`src/hw/rtl/assert_macros.svh`:
```
// ----------------------------------------------------------------------------
// assert_macros.svh
// shared concurrent assertion macros, clocked on clk, quiet in reset
// ----------------------------------------------------------------------------
`ifndef ASSERT_MACROS_SVH
`define ASSERT_MACROS_SVH

// same-cycle implication
`define ASSERT_SAME(label, ante, cons, msg) \
    label: assert property (@(posedge clk) disable iff (!rst_n) (ante) |-> (cons)) \
        else $error(msg);

// next-cycle implication
`define ASSERT_NEXT(label, ante, cons, msg) \
    label: assert property (@(posedge clk) disable iff (!rst_n) (ante) |=> (cons)) \
        else $error(msg);

`endif

```
`src/hw/rtl/gbba_pkg.sv`:
```
// ----------------------------------------------------------------------------
// gbba_pkg
// types, codes and constants of the grouped bitmap block allocator
// ----------------------------------------------------------------------------
package gbba_pkg;

    localparam int DEF_MAX_GROUPS = 16;
    localparam int DEF_GROUP_BITS = 8192;
    localparam int GCNT_W         = 14;
    localparam int TOTAL_W        = 18;
    localparam int REG_IDX_W      = 3;
    localparam int CFG_DATA_W     = 18;

    localparam logic [GCNT_W-1:0]  GCNT_MAX  = '1;
    localparam logic [TOTAL_W-1:0] TOTAL_MAX = '1;

    localparam logic [REG_IDX_W-1:0] REG_GROUP_COUNT   = 3'd0;
    localparam logic [REG_IDX_W-1:0] REG_GROUP_SIZE    = 3'd1;
    localparam logic [REG_IDX_W-1:0] REG_FIRST_DATA    = 3'd2;
    localparam logic [REG_IDX_W-1:0] REG_TOTAL_BLOCKS  = 3'd3;
    localparam logic [REG_IDX_W-1:0] REG_WRITE_PROTECT = 3'd4;

    typedef enum logic [1:0] {
        OP_ALLOC = 2'd0,
        OP_FREE  = 2'd1,
        OP_INIT  = 2'd2,
        OP_NOP   = 2'd3
    } op_t;

    typedef enum logic [1:0] {
        ST_OK        = 2'd0,
        ST_INVALID   = 2'd1,
        ST_READ_ONLY = 2'd2,
        ST_NO_SPACE  = 2'd3
    } status_t;

    typedef struct packed {
        op_t          op;
        logic [3:0]   start_group;
        logic [17:0]  block_number;
    } alloc_req_t;

    typedef struct packed {
        status_t      status;
        logic [17:0]  allocated_block;
        logic [17:0]  free_total;
    } alloc_rsp_t;

    typedef struct packed {
        logic [4:0]   group_count;
        logic [13:0]  group_size;
        logic         first_data_block;
        logic [17:0]  volume_blocks;
        logic         write_protect;
    } cfg_t;

    typedef enum logic [4:0] {
        CMD_NONE,
        CMD_LATCH,
        CMD_SWEEP,
        CMD_BASE,
        CMD_INIT_LOAD,
        CMD_MOD,
        CMD_WORD_RD,
        CMD_CHK,
        CMD_ALLOC_WR,
        CMD_NEXT_GRP,
        CMD_DIV_START,
        CMD_DIV,
        CMD_FREE_RD,
        CMD_FREE_WR,
        CMD_RES_RO,
        CMD_RES_INV,
        CMD_RES_NOSPACE
    } dp_cmd_t;

    typedef struct packed {
        op_t   op;
        logic  write_protect;
        logic  total_zero;
        logic  blk_low;
        logic  sweep_last;
        logic  init_last;
        logic  mod_done;
        logic  grp_empty;
        logic  word_in_range;
        logic  word_full;
        logic  word_found;
        logic  grp_last;
        logic  div_done;
        logic  div_bad;
    } dp_stat_t;

    typedef enum logic [3:0] {
        S_CLEAR,
        S_IDLE,
        S_DISPATCH,
        S_INIT_CLR,
        S_INIT_BASE,
        S_INIT_LOAD,
        S_MOD,
        S_GRP,
        S_RD,
        S_CHK,
        S_WR,
        S_NEXT,
        S_DIV,
        S_FREE_RD,
        S_FREE_WR,
        S_DONE
    } ctrl_state_t;

endpackage

```
`src/hw/rtl/gbba_ctrl.sv`:
```
// ----------------------------------------------------------------------------
// gbba_ctrl
// sequencer for clear, init, allocate and free
// ----------------------------------------------------------------------------
module gbba_ctrl (
    input  logic               clk,
    input  logic               rst_n,
    input  logic               start,
    input  gbba_pkg::dp_stat_t stat,
    output gbba_pkg::dp_cmd_t  cmd,
    output logic               busy,
    output logic               done
);
    import gbba_pkg::*;

    ctrl_state_t state_reg;
    ctrl_state_t state_next;

    always_ff @(posedge clk or negedge rst_n)
    begin
        if (!rst_n)
        begin
            state_reg <= S_CLEAR;
        end
        else
        begin
            state_reg <= state_next;
        end
    end

    // next state
    always_comb
    begin
        state_next = state_reg;
        case (state_reg)
            S_CLEAR:     if (stat.sweep_last) state_next = S_IDLE;
            S_IDLE:      if (start) state_next = S_DISPATCH;
            S_DISPATCH:
            begin
                case (stat.op)
                    OP_INIT:  state_next = S_INIT_CLR;
                    OP_ALLOC:
                    begin
                        if (stat.write_protect || stat.total_zero) state_next = S_DONE;
                        else                                        state_next = S_MOD;
                    end
                    OP_FREE:
                    begin
                        if (stat.write_protect || stat.blk_low) state_next = S_DONE;
                        else                                     state_next = S_DIV;
                    end
                    default:  state_next = S_DONE;
                endcase
            end
            S_INIT_CLR:  if (stat.sweep_last) state_next = S_INIT_BASE;
            S_INIT_BASE: state_next = S_INIT_LOAD;
            S_INIT_LOAD: state_next = stat.init_last ? S_DONE : S_INIT_BASE;
            S_MOD:       if (stat.mod_done) state_next = S_GRP;
            S_GRP:       state_next = stat.grp_empty ? S_NEXT : S_RD;
            S_RD:        state_next = stat.word_in_range ? S_CHK : S_NEXT;
            S_CHK:
            begin
                if (stat.word_full)       state_next = S_RD;
                else if (stat.word_found) state_next = S_WR;
                else                      state_next = S_NEXT;
            end
            S_WR:        state_next = S_DONE;
            S_NEXT:      state_next = stat.grp_last ? S_DONE : S_GRP;
            S_DIV:
            begin
                if (stat.div_done) state_next = stat.div_bad ? S_DONE : S_FREE_RD;
            end
            S_FREE_RD:   state_next = S_FREE_WR;
            S_FREE_WR:   state_next = S_DONE;
            S_DONE:      state_next = S_IDLE;
            default:     state_next = S_IDLE;
        endcase
    end

    // outputs
    always_comb
    begin
        cmd  = CMD_NONE;
        busy = (state_reg != S_IDLE);
        done = (state_reg == S_DONE);
        case (state_reg)
            S_CLEAR:     cmd = CMD_SWEEP;
            S_IDLE:      if (start) cmd = CMD_LATCH;
            S_DISPATCH:
            begin
                case (stat.op)
                    OP_ALLOC:
                    begin
                        if (stat.write_protect)   cmd = CMD_RES_RO;
                        else if (stat.total_zero) cmd = CMD_RES_NOSPACE;
                    end
                    OP_FREE:
                    begin
                        if (stat.write_protect) cmd = CMD_RES_RO;
                        else if (stat.blk_low)  cmd = CMD_RES_INV;
                        else                    cmd = CMD_DIV_START;
                    end
                    default: cmd = CMD_NONE;
                endcase
            end
            S_INIT_CLR:  cmd = CMD_SWEEP;
            S_INIT_BASE: cmd = CMD_BASE;
            S_INIT_LOAD: cmd = CMD_INIT_LOAD;
            S_MOD:       cmd = CMD_MOD;
            S_GRP:       cmd = CMD_BASE;
            S_RD:        cmd = CMD_WORD_RD;
            S_CHK:       cmd = CMD_CHK;
            S_WR:        cmd = CMD_ALLOC_WR;
            S_NEXT:      cmd = CMD_NEXT_GRP;
            S_DIV:       cmd = (stat.div_done && stat.div_bad) ? CMD_RES_INV : CMD_DIV;
            S_FREE_RD:   cmd = CMD_FREE_RD;
            S_FREE_WR:   cmd = CMD_FREE_WR;
            default:     cmd = CMD_NONE;
        endcase
    end

endmodule

```
`config.mk`:
```
export PLATFORM = sky130hd
export DESIGN_NAME = gbba_ctrl
export DESIGN_NICKNAME = d
export VERILOG_FILES = /design/src/hw/rtl/assert_macros.svh /design/src/hw/rtl/gbba_pkg.sv /design/src/hw/rtl/gbba_ctrl.sv
export SDC_FILE = /design/constraint.sdc
export NUM_CORES = 1
export LEC_CHECK = 0
export ABC_AREA = 0
export BUFFER_PORTS_ARGS = -buffer_cell sky130_fd_sc_hd__buf_2
export CAP_MARGIN = 10
export CORE_MARGIN = 2
export CORE_UTILIZATION = 28
export CTS_CLUSTER_SIZE = 25
export DETAILED_ROUTE_END_ITERATION = 8
export PLACE_DENSITY = 0.54
export SYNTH_ARGS = -nofsm -noshare
export SYNTH_HDL_FRONTEND = slang
export SYNTH_SLANG_ARGS = --single-unit
```
`constraint.sdc`:
```
create_clock -name clk -period 1.5 [get_ports clk]
set_input_delay 0 -clock clk [delete_from_list [all_inputs] [get_ports clk]]
set_output_delay 0 -clock clk [all_outputs]
set_load 0.01 [all_outputs]
```
==> results.txt, run 1 <==
After clock tree synthesis, the clock-pin slew on the worst setup and hold paths is 0.04 ns. The classification of the worst-slack hold path is in -> async. The total routed wirelength came out at 2460 microns. The top-level I/O count is 25. The number of endpoints with negative hold slack in the final report is 0. The power density over cell area came out at 2180 nW/um^2. The total global routing overflow is 0. The number of antenna violations at the first check in global routing is 0. The count of synthesis-stage warnings from yosys came out at 0.

The combinational group share of total power is 84.8%. The via density per instance is 5.40. The floorplan has 17 rows. The clock net in this run drives a total of 4 sinks. The flow ran to the end, but the final reports show violations.

Setup repair after global routing could not meet its margin everywhere. TritonCTS built the clock tree. The portion of total power attributed to the clock network is 5.4%.

The average detailed-routed wire length per instance is 14.5 microns. Of the cells placed in the final design, the portion with a size suffix greater than 1 is 56.0%. The maximum clock insertion buffer count is 2. The root buffer cell is sky130_fd_sc_hd__clkbuf_4. The final cycle utilization of the critical path is 106%. The switching power total is 0.00112 W. On the final layout, the worst hold slack is 0.102 ns.

The starting DRC count in detailed routing is 10. The maximum number of pins on one net before global-route repair came out at 12. The initial utilization of the core area, before any placement, comes to 29.8%. The final antenna-violating net count came out at 0. The post-synthesis cell type count came out at 40.

Across all setup checks in the final design, the least slack found is -0.0891 ns. The part of the power in registers is 9.7%. The synthesis-to-finish area growth came out at 74.3%. The capturing element type of the critical path is a primary output. The global-route wire length before repair came out at 3800 microns.

The number of nets at the end of the flow came out at 161. Clock skew on the completed layout was measured at 0.00178 ns. The final setup violation count is 5. The share of the yosys chip area belonging to registers is 15.2%. The capture instance of the worst register-to-register path is state_reg[1]. The number of nets in the synthesized netlist is 111.

The final critical-path required period is 1.59 ns. The number of clock buffers inserted by TritonCTS is 3. The maximum fanout count along the critical path came out at 2.

The number of max-slew violations in the final report came out at 0. The flip-flop count of the largest register after layout is 4. CTS built an H-tree with a depth of 1. The vertical extent of the die is 52.5 microns.

The repair_antennas step left the layout with diodes totalling 0. The analysis attributes to cell leakage a power of 0.510 nW. The placement-stage worst setup slack came out at -0.0425 ns. The total global routing track utilization came out at 18.7%. The remaining design rule violation count came out at 0. Cell internal power was estimated by the tool at 0.00138 W. The required arrival time at the worst endpoint came out at 1.50 ns.

The worst flop-to-flop path startpoint is state_reg[2]. The final reports fail on setup timing. By area the synthesized netlist is led by sky130_fd_sc_hd__dfrtp_1 (15%), sky130_fd_sc_hd__nand2_1 (7.4%), sky130_fd_sc_hd__a21oi_1 (4.6%).

The critical path is of the reg -> out type. The detailed-router iteration count before antenna repair is 5. The detailed placer's ending HPWL came out at 1700 microns. The synthesized cell area is 658 sq um. The via count of the first global-routing pass was 865. The floorplan die width is 52.5 microns.

The average cell area after synthesis is 7.08 sq um. The core area is 2210 sq um. In this run the tool buffered the top-level ports with 24 buffer cells. After filler insertion, the fill cell instance count of the layout stands at 229. The routed via count is 913. The number of cells produced by synthesis is 93. The share of the synthesized area in the top cell type is 15.2%. The worst register-to-register path has a setup slack of -0.08 ns.

At the worst endpoint, the arrival time is 1.59 ns. The switching power share of the total came out at 44.8%. The flip-flop and latch count after synthesis is 4. Routability-driven placement finished with a final weighted congestion of 0.876.

STA classifies the critical path startpoint as a flop. The tightest slew margin relative to the limit is 74.5%. The cell type contributing the most total cell area after synthesis is sky130_fd_sc_hd__dfrtp_1. The clock latency on the worst-skew pair came out at 0.24 ns. The die covers 2750 sq um. The worst-case vdd ir drop came out at 0.000886 V.

The slew at the pin with the worst max-slew slack is 0.379 ns. The tool flagged a number of max-cap violations equal to 0. The number of cells on the worst reg-to-reg path is 7. The fmax came out at 629 MHz.
-- cell usage in the layout, fill, tap and decap left out, types with 3 or more instances in the layout --
cell type / instances
sky130_fd_sc_hd__a21oi_1: 5
sky130_fd_sc_hd__buf_2: 25
sky130_fd_sc_hd__buf_4: 19
sky130_fd_sc_hd__buf_6: 7
sky130_fd_sc_hd__clkbuf_4: 3
sky130_fd_sc_hd__dfrtp_2: 3
sky130_fd_sc_hd__nand2_1: 12
sky130_fd_sc_hd__nand3b_1: 3
sky130_fd_sc_hd__nor2_1: 6
sky130_fd_sc_hd__o21ai_1: 5
-- worst max path at each step --
stage                 startpoint           end
CTS                 state_reg[0]        cmd[0]
global route        state_reg[0]        cmd[0]
finish              state_reg[0]        cmd[0]
detailed placement  state_reg[3]  state_reg[2]
floorplan           state_reg[3]  state_reg[2]
global placement    state_reg[1]        cmd[0]
-- synthesized netlist by cell type --
cell type	instances
sky130_fd_sc_hd__a21oi_1	6
sky130_fd_sc_hd__a221oi_1	1
sky130_fd_sc_hd__a22oi_1	1
sky130_fd_sc_hd__a311o_1	1
sky130_fd_sc_hd__a311oi_1	1
sky130_fd_sc_hd__a31oi_1	2
sky130_fd_sc_hd__a32oi_1	2
sky130_fd_sc_hd__and2b_1	1
sky130_fd_sc_hd__and3_1	1
sky130_fd_sc_hd__buf_2	6
sky130_fd_sc_hd__buf_4	1
sky130_fd_sc_hd__buf_6	2
sky130_fd_sc_hd__dfrtp_1	4
sky130_fd_sc_hd__inv_1	2
sky130_fd_sc_hd__inv_2	1
sky130_fd_sc_hd__mux2i_1	1
sky130_fd_sc_hd__nand2_1	13
sky130_fd_sc_hd__nand2b_1	1
sky130_fd_sc_hd__nand2b_2	1
sky130_fd_sc_hd__nand3_1	2
sky130_fd_sc_hd__nand3_2	1
sky130_fd_sc_hd__nand3b_1	3
sky130_fd_sc_hd__nand4b_1	1
sky130_fd_sc_hd__nor2_1	6
sky130_fd_sc_hd__nor2_4	1
sky130_fd_sc_hd__nor2b_1	4
sky130_fd_sc_hd__nor3_1	4
sky130_fd_sc_hd__nor3b_1	2
sky130_fd_sc_hd__nor4_1	2
sky130_fd_sc_hd__nor4b_2	2
sky130_fd_sc_hd__o211ai_1	1
sky130_fd_sc_hd__o21ai_0	3
sky130_fd_sc_hd__o21ai_1	4
sky130_fd_sc_hd__o21ai_2	1
sky130_fd_sc_hd__o21bai_1	2
sky130_fd_sc_hd__o22ai_1	1
sky130_fd_sc_hd__o31a_1	1
sky130_fd_sc_hd__o32a_1	1
sky130_fd_sc_hd__or4_1	2
sky130_fd_sc_hd__or4b_1	1
-- cells by family (layout without fill, tap and decap cells) --
kind of cell           after synthesis  after routing  share of synthesized area [%]
multiplexers                         1              1                           1.52
AO/OA/AOI/OAI                       28             28                           28.3
buffers and inverters               12             60                           10.8
flip-flops                           4              4                           15.2
AND/OR/NAND/NOR                     48             48                           44.1
-- cell type report --
type                            count  area (sq um)  area share, %
Timing Repair Buffer               54           397           34.6
Inverter                            3          15.0           1.31
Sequential cell                     4           104           9.05
Clock buffer                        3          22.5           1.96
Tap cell                           28          35.0           3.05
Multi-Input combinational cell     77           574           50.1
-- per-layer routing --
| layer | track usage [%] | routed length (microns) |
|---|---|---|
| met5 | 0 | 0 |
| met4 | 4.70 | 31 |
| met3 | 5.43 | 176 |
| met2 | 31.3 | 1190 |
| met1 | 23.4 | 1050 |
-- power groups by stage --
stage,sequential (W),clock (W),combinational [W]
after CTS,0.000238,0.000142,0.00192
after global placement,0.000279,0,0.00149
after floorplan,0.000217,0,0.00100
after detailed placement,0.000282,0,0.00149
final,0.000243,0.000136,0.00212
after global routing,0.000251,0.000148,0.00230
-- worst max-delay path, cell delays in order, from the launching register on --
cell and delay, ns:
sky130_fd_sc_hd__dfrtp_1 0.38, sky130_fd_sc_hd__and2b_2 0.25, sky130_fd_sc_hd__nand2_2 0.06, sky130_fd_sc_hd__or4_1 0.40
sky130_fd_sc_hd__o211ai_1 0.11, sky130_fd_sc_hd__buf_2 0.16
-- stage by stage --
stage / TNS [ns] / utilization [%] / cell area (sq um) / power, W / std cells
final: -0.256 / 51.9 / 1150 / 0.00250 / 169
after global routing: -0.779 / 51.9 / 1150 / 0.00269 / 169
after CTS: -0.275 / 48.5 / 1070 / 0.00230 / 167
after detailed placement: -0.0509 / 40.8 / 903 / 0.00177 / 156
after global placement: -0.0743 / 40.8 / 903 / 0.00177 / 156
after floorplan: 0 / - / 658 / 0.00122 / 93
-- repair_timing --
item / in CTS / in global routing
cloned: 0 / 2
buffers inserted: 8 / 1
hold buffers: 1 / 0
gates resized for setup: 21 / 12
hold endpoints to repair: 4 / 0
endpoints found under the setup margin: 8 / 10
pin swaps: 9 / 10
Power figures use the tool's default switching activity.
==> inputs of run 2 (changes only) <==
--- a/config.mk
+++ b/config.mk
@@ -13,6 +13,7 @@
 export CTS_CLUSTER_SIZE = 25
 export DETAILED_ROUTE_END_ITERATION = 8
 export PLACE_DENSITY = 0.54
+export RECOVER_POWER = 50
 export SYNTH_ARGS = -nofsm -noshare
 export SYNTH_HDL_FRONTEND = slang
 export SYNTH_SLANG_ARGS = --single-unit
==> run 2 against run 1 <==
Effect of this change:
- register-to-register slack hardly changed
- worst hold slack better by 0.038 ns
- non-clock buffer count stayed put
- the run still ends with setup timing left
- core utilization is 0.057 points lower
- via count is 0.11% lower
- global-route usage stayed put
- largest power group unchanged
- sequential cell count stayed put
==> results.txt, run 2 (synthesis gave the netlist of run 1 again) <==
The count of buffering cells on the critical path with inverters included came out at 1. The overall power after layout is 0.00250 W. The total global routing track utilization came out at 18.7%.

Setup repair after global routing could not meet its margin everywhere. The number of endpoints with negative hold slack in the final report is 0. Among cell families on the critical path, the largest total delay comes from simple AND/OR/NAND/NOR gates. The number of antenna violations at the first check in global routing was 0. The largest single stage delay on the critical path is 0.40 ns.

The flip-flop count of the largest register after layout is 4. The register-to-register setup slack is -0.08 ns. TritonCTS built the clock tree. Power spread over the standard cell area amounts to 2180 nW/um^2. The leakage power is 0.507 nW.

The number of clock sinks seen by CTS is 4. The detailed placer's ending HPWL is 1700 microns. The final core utilization is 51.8%. The slew at the pin with the worst max-slew slack came out at 0.379 ns. The fmax came out at 629 MHz. The setup TNS came out at -0.256 ns.

The signal arrival time at the worst endpoint is 1.59 ns. The root buffer cell is sky130_fd_sc_hd__clkbuf_4. The area enclosed by the die boundary came out at 2750 sq um.

Measured against its own limit, the worst slew margin works out to 74.5%. The maximum number of pins on one net before global-route repair is 12. The via count of the first global-routing pass came out at 865. The final reports fail on setup timing.

The total routed wirelength came out at 2460 microns. Global routing finished with a remaining overflow of 0. The clock skew after layout came out at 0.00178 ns.

Walking the worst path, the cells encountered are and2b_2 -> nand2_2 -> or4_1 -> o211ai_1 -> buf_2. The highest-delay cell along the critical path is sky130_fd_sc_hd__or4_1. For this run, design rule violations remaining after detail routing come to 0. The flow ran to the end, but the final reports show violations. The setup slack of the critical path after layout came out at -0.0891 ns. The library cells used most frequently in the layout, excluding fill and tap cells, are sky130_fd_sc_hd__buf_2 (24), sky130_fd_sc_hd__buf_4 (19), sky130_fd_sc_hd__nand2_1 (12). The clock edge transition at the registers on the reported setup and hold paths is 0.04 ns. The share of final-layout standard cells stronger than drive strength 1 is 55.3%. The die is 52.5 microns wide. Setup violations remaining at the end of the flow were counted as 5. Across the VDD grid, the largest voltage drop is 0.000886 V. The number of max-slew violations in the final report is 0. The worst setup path is launched from a flop. The min-delay analysis places its worst path in the category in -> async. From bottom edge to top edge, the die measures 52.5 microns. The global-route wire length before repair came out at 3800 microns. The number of nets at the end of the flow is 161. The average detailed-routed wire length per instance is 14.5 microns. The starting density of the core is 29.8%. For the worst setup path, the data required time is 1.50 ns. In this run the worst path has a maximum fanout of 2. For the worst-skew pair, the clock arrives at the later sink with an insertion delay of 0.24 ns.

The via density per instance came out at 5.40. The count of max-cap constraint violations is 0. The antenna diode count is 0. At the end of routability-driven placement, the weighted congestion stood at 0.876. The deepest level of the CTS H-tree came out at 1.

The final critical-path required period came out at 1.59 ns. The starting DRC count in detailed routing is 10. Relative to the synthesized area, the layout overhead comes to 74.1%. The worst setup path is captured at a primary output.

Leaving out fill and tap cells, the most frequent cell in the layout is sky130_fd_sc_hd__buf_2. Once detail routing completed, the nets flagged for antenna violations numbered 0. The final cycle utilization of the critical path is 106%.

The routed layout has 912 vias. The number of clock buffers inserted by TritonCTS came out at 3. Buffers placed on the I/O ports in this run total 24. The row count is 17.

The worst setup path is of the reg -> out kind. The pre-antenna-repair detailed-routing pass consisted of 5 iterations. The top-level I/O count came out at 25. No sink is reached through more buffers than the 2 on the longest clock path. The core area is 2210 sq um.
[run 2: changes by cell type in the layout (fill, tap and decap cells not counted), sizes merged]
cell / change
buf: -1
clkbuf: +1
[run 2: worst paths after layout]
check                        startpoint            to  depth (start not counted)
setup / recovery           state_reg[0]        cmd[0]                          5
hold / removal                    rst_n  state_reg[2]                          2
setup reg to reg           state_reg[2]  state_reg[1]                          7
hold reg to reg            state_reg[2]  state_reg[2]                          2
max in group asynchronous         rst_n  state_reg[1]                          2
min in group clk                stat[9]  state_reg[0]                          4
[run 2: repair_timing]
action / CTS / global route
pin swaps: 9 / 10
hold endpoints to repair: 4 / 0
buffers inserted: 8 / 1
cloned: 0 / 2
gates resized for setup: 21 / 12
hold buffers: 1 / 0
endpoints found under the setup margin: 8 / 10
[run 2: routing by layer]
metal	track usage, %	routed length (microns)
met1	23.4	1060
met2	31.3	1190
met3	5.43	172
met4	4.70	31
met5	0	0
[run 2: per-stage QoR]
stage / hold slack [ns] / worst slack, ns / cell area (sq um) / instances
5_1_grt: 0.158 / -0.172 / 1150 / 169
6_report: 0.140 / -0.0891 / 1150 / 169
4_1_cts: 0.101 / -0.107 / 1070 / 167
3_3_place_gp: -0.184 / -0.0430 / 903 / 156
3_5_place_dp: -0.183 / -0.0425 / 903 / 156
2_1_floorplan: -0.296 / 0.0935 / 658 / 93
[run 2: final cells by class]
type,instances,area (sq um)
fillers,230,1070
multi-input cells,77,574
repair buffers,54,395
flip-flops and latches,4,104
well taps,28,35.0
clock buffers,3,22.5
inverters,3,15.0
[run 2: power breakdown]
| part | total, W | internal (W) | leakage [nW] | switching, W |
|---|---|---|---|---|
| registers | 0.000243 | 0.000177 | 0.0424 | 0.0000669 |
| logic | 0.00212 | 0.00112 | 0.451 | 0.00101 |
| clock network | 0.000136 | 0.0000897 | 0.0138 | 0.0000466 |
| total | 0.00250 | 0.00138 | 0.507 | 0.00112 |
